<file path="src/rtl/gdad_pkg.sv">
`timescale 1ns / 1ps

package gdad_pkg;

  localparam int DayW   = 5;
  localparam int MonthW = 4;
  localparam int YearW  = 14;
  localparam int CountW = 12;

  // Running day sum: largest day plus largest count stays below 2**12
  localparam int SumW = 12;

  // year / 100 as (year * 5243) >> 19, exact for every 14-bit year
  localparam int Div100Mul   = 5243;
  localparam int Div100MulW  = 13;
  localparam int Div100Shift = 19;
  localparam int ProdW       = YearW + Div100MulW;
  localparam int CentW       = 8;   // century count, holds 16383/100 plus roll-over
  localparam int RemW        = 7;   // year mod 100

  localparam logic [MonthW-1:0] MonthsPerYear = MonthW'(12);

  // Month length; a month code outside 1..12 is screened out before use
  function automatic logic [DayW-1:0] month_len(input logic [MonthW-1:0] month,
                                                input logic leap);
    logic [DayW-1:0] len;
    case (month) inside
      4'd2:                      len = leap ? DayW'(29) : DayW'(28);
      4'd4, 4'd6, 4'd9, 4'd11:   len = DayW'(30);
      default:                   len = DayW'(31);
    endcase
    return len;
  endfunction

endpackage

</file>
<file path="src/rtl/gregorian_date_add_days.sv">
`timescale 1ns / 1ps

// Channel  Direction  Handshake            Payload
// -------  ---------  -------------------  --------------------------------------------
// in       input      in_valid / in_ready   start_day, start_month, start_year, days_to_add
// out      output     out_valid / out_ready result_day, result_month, result_year,
//                                           date_valid, year_changed
//
// An accepted item passes through S_DIV, S_REM and S_CHECK, then S_NORM, and waits in S_DONE
// until its result is loaded. The month-stepping loop in S_NORM does one compare and subtract
// of a month length per cycle until the day fits the month.
// Invalid dates and negative counts skip the loop and go from S_CHECK straight to S_DONE.
// rst is synchronous, active high, and clears the sequencer and the output valid flag.
// in_ready is high only while the sequencer is idle; the output register lets a new item in
// while the previous result still waits, and a finished item stalls in its last state until
// the output register is free.

module gregorian_date_add_days
  import gdad_pkg::*;
(
  input  logic              clk,
  input  logic              rst,

  input  logic              in_valid,
  output logic              in_ready,
  input  logic [DayW-1:0]   start_day,
  input  logic [MonthW-1:0] start_month,
  input  logic [YearW-1:0]  start_year,
  input  logic [CountW-1:0] days_to_add,

  output logic              out_valid,
  input  logic              out_ready,
  output logic [DayW-1:0]   result_day,
  output logic [MonthW-1:0] result_month,
  output logic [YearW-1:0]  result_year,
  output logic              date_valid,
  output logic              year_changed
);

  typedef enum logic [5:0] {
    S_IDLE  = 6'b000001,  // waiting for an item
    S_DIV   = 6'b000010,  // century count by reciprocal multiply
    S_REM   = 6'b000100,  // year mod 100
    S_CHECK = 6'b001000,  // date check, add the count
    S_NORM  = 6'b010000,  // one month per cycle
    S_DONE  = 6'b100000   // wait for the output register
  } state_t;

  state_t state, state_next;

  // Working registers (payload, no reset)
  logic [SumW-1:0]   day;
  logic [MonthW-1:0] month;
  logic [YearW-1:0]  year;
  logic [YearW-1:0]  year0;
  logic [CountW-1:0] count;
  logic [CentW-1:0]  cent;   // year / 100, tracks the unwrapped year
  logic [RemW-1:0]   rem;    // year mod 100
  logic              valid;

  logic              leap;
  logic [DayW-1:0]   len;
  logic              month_ok;
  logic              load_out;
  logic [ProdW-1:0]  prod;

  // Leap year: divisible by 4, and either not by 100 or by 400
  assign leap     = (year[1:0] == 2'b00) && ((rem != '0) || (cent[1:0] == 2'b00));
  assign len      = month_len(month, leap);
  assign month_ok = (month != '0) && (month <= MonthsPerYear);
  assign prod     = ProdW'(year) * ProdW'(Div100Mul);

  assign in_ready = (state == S_IDLE);
  assign load_out = (state == S_DONE) && (!out_valid || out_ready);

  always_comb begin
    state_next = state;
    unique case (state)
      S_IDLE:  if (in_valid) state_next = S_DIV;
      S_DIV:   state_next = S_REM;
      S_REM:   state_next = S_CHECK;
      S_CHECK: begin
        if ((year != '0) && month_ok && (day != '0) && (day <= SumW'(len))
            && !count[CountW-1]) begin
          state_next = S_NORM;
        end else begin
          state_next = S_DONE;
        end
      end
      S_NORM:  if (day <= SumW'(len)) state_next = S_DONE;
      S_DONE:  if (load_out) state_next = S_IDLE;
      default: state_next = S_IDLE;
    endcase
  end

  always_ff @(posedge clk) begin
    if (rst) begin
      state <= S_IDLE;
    end else begin
      state <= state_next;
    end
  end

  // Datapath
  always_ff @(posedge clk) begin
    case (state)
      S_IDLE: begin
        if (in_valid) begin
          day   <= SumW'(start_day);
          month <= start_month;
          year  <= start_year;
          year0 <= start_year;
          count <= days_to_add;
        end
      end
      S_DIV: begin
        cent <= prod[Div100Shift +: CentW];
      end
      S_REM: begin
        rem <= RemW'(year - YearW'(cent) * YearW'(100));
      end
      S_CHECK: begin
        valid <= (year != '0) && month_ok && (day != '0) && (day <= SumW'(len));
        if ((year != '0) && month_ok && (day != '0) && (day <= SumW'(len))
            && !count[CountW-1]) begin
          day <= day + count;
        end
      end
      S_NORM: begin
        if (day > SumW'(len)) begin
          day <= day - SumW'(len);
          if (month == MonthsPerYear) begin
            month <= MonthW'(1);
            year  <= year + YearW'(1);
            if (rem == RemW'(99)) begin
              rem  <= '0;
              cent <= cent + CentW'(1);
            end else begin
              rem  <= rem + RemW'(1);
            end
          end else begin
            month <= month + MonthW'(1);
          end
        end
      end
      default: ;
    endcase
  end

  // Output register
  always_ff @(posedge clk) begin
    if (rst) begin
      out_valid <= 1'b0;
    end else if (load_out) begin
      out_valid <= 1'b1;
    end else if (out_ready) begin
      out_valid <= 1'b0;
    end
  end

  always_ff @(posedge clk) begin
    if (load_out) begin
      result_day   <= day[DayW-1:0];
      result_month <= month;
      result_year  <= year;
      date_valid   <= valid;
      year_changed <= valid && (year != year0);
    end
  end

  // Checks
  a_state_onehot: assert property (@(posedge clk) disable iff (rst) $onehot(state))
    else $error("sequencer state not one-hot");

  a_accept_starts: assert property (@(posedge clk) disable iff (rst)
    in_valid && in_ready |=> state == S_DIV)
    else $error("accepted item did not start the sequence");

  a_norm_month: assert property (@(posedge clk) disable iff (rst)
    state == S_NORM |-> month_ok)
    else $error("month out of range while stepping");

  a_rem_range: assert property (@(posedge clk) disable iff (rst)
    state == S_NORM |-> rem < RemW'(100))
    else $error("year remainder out of range");

  a_load_from_done: assert property (@(posedge clk) disable iff (rst)
    $rose(out_valid) |-> $past(state) == S_DONE)
    else $error("result loaded outside the final state");

endmodule
</file>
<file path="config.mk">
export PLATFORM = sky130hd
export DESIGN_NAME = gregorian_date_add_days
export DESIGN_NICKNAME = d
export VERILOG_FILES = /design/src/rtl/gdad_pkg.sv /design/src/rtl/gregorian_date_add_days.sv
export SDC_FILE = /design/constraint.sdc
export NUM_CORES = 1
export LEC_CHECK = 0
export ABC_AREA = 1
export BUFFER_PORTS_ARGS = -buffer_cell sky130_fd_sc_hd__buf_2
export CORE_MARGIN = 2
export CORE_UTILIZATION = 55
export DETAILED_ROUTE_END_ITERATION = 7
export MAX_ROUTING_LAYER = met4
export PLACE_DENSITY = 0.72
export SKIP_CTS_REPAIR_TIMING = 1
export SYNTH_ARGS = -nofsm -noshare
export SYNTH_HDL_FRONTEND = slang
export SYNTH_SLANG_ARGS = --single-unit
export TNS_END_PERCENT = 10
</file>
<file path="constraint.sdc">
create_clock -name clk -period 9.1 [get_ports clk]
set_input_delay 0.91 -clock clk [delete_from_list [all_inputs] [get_ports clk]]
set_output_delay 0.91 -clock clk [all_outputs]
set_load 0.1 [all_outputs]
</file>
==> impl_metrics.py <==
metrics = {
    "finish": {
        "final_common_cell": "inv_1",
        "fillerInstances": 1444,
        "layout-drive-gt1-share": 0.103,
        "area_growth_pct": 9.75,
        "nNetsFinal": 1364,
        "multi_input_area_sq_mm": 0.00544,
        "layout_common_cells": "inv_1, nand2_1, ha_1",
        "ff_latch_area_sq_mm": 0.00296,
    },
    "timing": {
        "finalCritPeriodShare": 0.526,
        "tns_ps": 0,
        "period_needed_ps": 4780,
        "rsz0062_at_grt": "no",
        "timing.hold.ws_ps": 543,
        "max-slew-margin-rel": 0.304,
        "worst_pin_slew_ps": 1040,
        "fin_ws_ps": 4320,
        "setup_viol": 0,
        "max_freq_mhz": 209,
        "slew_violations": 0,
        "clock_skew_ps": 11.9,
        "finalHoldViolations": 0,
    },
    "worst_hold_path": {
        "hold_path.class": "register to register",
        "worstHoldEndpoint": "result_day[0]$_DFFE_PP_",
        "hold_depth": 0,
        "min_from": "day[0]$_DFFE_PP_",
    },
    "yosys": {
        "synth_edf_count": 94,
        "netlist_area_sq_mm": 0.00934,
        "syn_inst": 1058,
        "yosys_warnings": 0,
        "ys_async_sr_fraction": 0,
        "syn_nets": 1291,
        "yosysSeqAreaShare": 0.317,
        "synth_area_per_cell_sq_um": 8.83,
        "yosysUniqueCellTypes": 42,
        "yosys_most_used_dff": "edfxtp_1",
        "synth_seq_cells": 101,
    },
    "grt": {
        "antenna_found_initial": 1,
        "globalRouteOverflowTotal": 0,
        "grt_pass1_vias": 6814,
        "grt_usage": 0.249,
        "grt_start_max_net_pins": 48,
        "grt_pass1_wl_microns": 33900,
    },
    "route": {
        "drc": 0,
        "drt_iter0_drc": 561,
        "firstDrtPassIters": 5,
        "viasPerCell": 5.19,
        "wl_per_cell_microns": 15.2,
        "vias": 7039,
        "drt_wl_total_microns": 20700,
        "drtAntennaViolNets": 0,
    },
    "clock_network": {
        "clk_latency_ps": 360,
        "h-tree-depth": 3,
        "clkSinkCount": 101,
        "cts_tree": "done",
        "cts_made_buffers": 9,
        "clk_pin_slew_ps": 70,
        "root_buffer": "clkbuf_16",
        "cts_max_path_buffers": 2,
    },
    "worst_setup_path": {
        "arrival_ps": 4900,
        "cp_cell_sequence": "inv_1 > fa_1 > inv_1 > ha_1 > fa_1 > inv_1 > fa_1 > fa_1 > inv_1 > ha_1 > nand2_1 > nor2_1 > nand2_1 > nor2_1 > nand2_1 > nand3_1 > nand2_1 > nand3_1 > nand2_1",
        "cp_max_fo": 9,
        "rr_startpoint": "year[4]$_DFFE_PP_",
        "slowest_delay_ps": 590,
        "r2r-end": "cent[4]$_DFFE_PP_",
        "required_ps": 9210,
        "critPathKind": "register to register",
        "crit_top_cell": "nand2_1",
        "rr_worst_depth": 19,
        "crit_path_end_kind": "register",
        "reg2reg_setup_slack_ps": 4320,
        "cpMaxStageDelayCell": "edfxtp_1",
        "setup.worst_path.start_class": "register",
    },
    "run_status": {
        "status": "completed",
    },
    "placement": {
        "place_congestion": 0.932,
        "post-place-ws_ps": 4300,
        "dpl.hpwl_microns": 16800,
        "io_buffers": 65,
    },
    "die": {
        "initial_core_util": 0.563,
        "die_area_sq_mm": 0.0180,
        "core_region_area_sq_mm": 0.0166,
        "fp.dieW_microns": 134,
        "die_h_microns": 134,
        "core.rowCount": 47,
        "io_pins": 66,
    },
    "flow_run": {
        "maxCapViolations": 0,
    },
}
## layout make-up
type,count,share of cell area
Tap cell,220,0.0269
Clock buffer,9,0.0220
Sequential cell,101,0.289
Inverter,239,0.0876
Clock inverter,7,0.00879
Antenna cell,1,0.000244
Timing Repair Buffer,69,0.0347
Multi-Input combinational cell,711,0.531
## sequential cells by signal, indices dropped and copies added, names as in the netlist
signal	cells
result_year	14
year0	14
year	14
count	12
day	12
rem	7
state	6
cent	5
result_day	5
month	4
result_month	4
date_valid	1
out_valid	1
valid	1
year_changed	1
## per-layer routing
metal  GRT usage  routed length (microns)
met5           -                        0
met4      0.0497                      238
met3      0.0412                     1160
met2       0.386                     9540
met1       0.351                     9750
## synthesized netlist by cell type, drive strengths merged (13+ instances only)
master	n	area share
edfxtp	94	0.30
xor2	21	0.020
nor2	67	0.030
ha	129	0.17
nand2	231	0.094
o21ai	38	0.021
a21oi	31	0.017
xnor2	18	0.017
inv	238	0.096
nand3	54	0.029
nand4	13	0.010
fa	65	0.14
## kinds of logic (layout without fill, tap and decap cells)
family                   after synthesis  after routing  synth area share
AO/OA/AOI/OAI                         86             86            0.0514
XOR/XNOR                              39             39            0.0366
adder cells (fa/ha/maj)              194            194             0.312
buffers and inverters                246            324             0.101
flip-flops                           101            101             0.317
other                                  0              1                 0
AND/OR/NAND/NOR                      392            392             0.181
## metrics by stage
stage,instances,area [sq um],util
2_1_floorplan,1058,9340,-
3_3_place_gp,1340,9930,0.599
3_5_place_dp,1340,9930,0.599
4_1_cts,1356,10200,0.618
5_1_grt,1357,10200,0.618
6_report,1357,10200,0.618
## worst max path at each step
stage	endpoint	startpoint	cells past startpoint
after floorplan	cent[0]$_DFFE_PP_	year[11]$_DFFE_PP_	19
after global placement	cent[4]$_DFFE_PP_	year[6]$_DFFE_PP_	19
after detailed placement	cent[0]$_DFFE_PP_	year[11]$_DFFE_PP_	19
after CTS	cent[0]$_DFFE_PP_	year[11]$_DFFE_PP_	19
after global routing	cent[4]$_DFFE_PP_	year[6]$_DFFE_PP_	19
final	cent[4]$_DFFE_PP_	year[4]$_DFFE_PP_	19
## critical path: cells and delay by family, from the launching register on
| family | cells | cell delay [ps] |
|---|---|---|
| buffers and inverters | 4 | 410 |
| adder cells (fa/ha/maj) | 6 | 2710 |
| AND/OR/NAND/NOR | 9 | 810 |
| flip-flops | 1 | 590 |
Power is left out: the tool's default activity adds up to more than one toggle a clock period on the data nets, which glitch-free logic cannot reach.
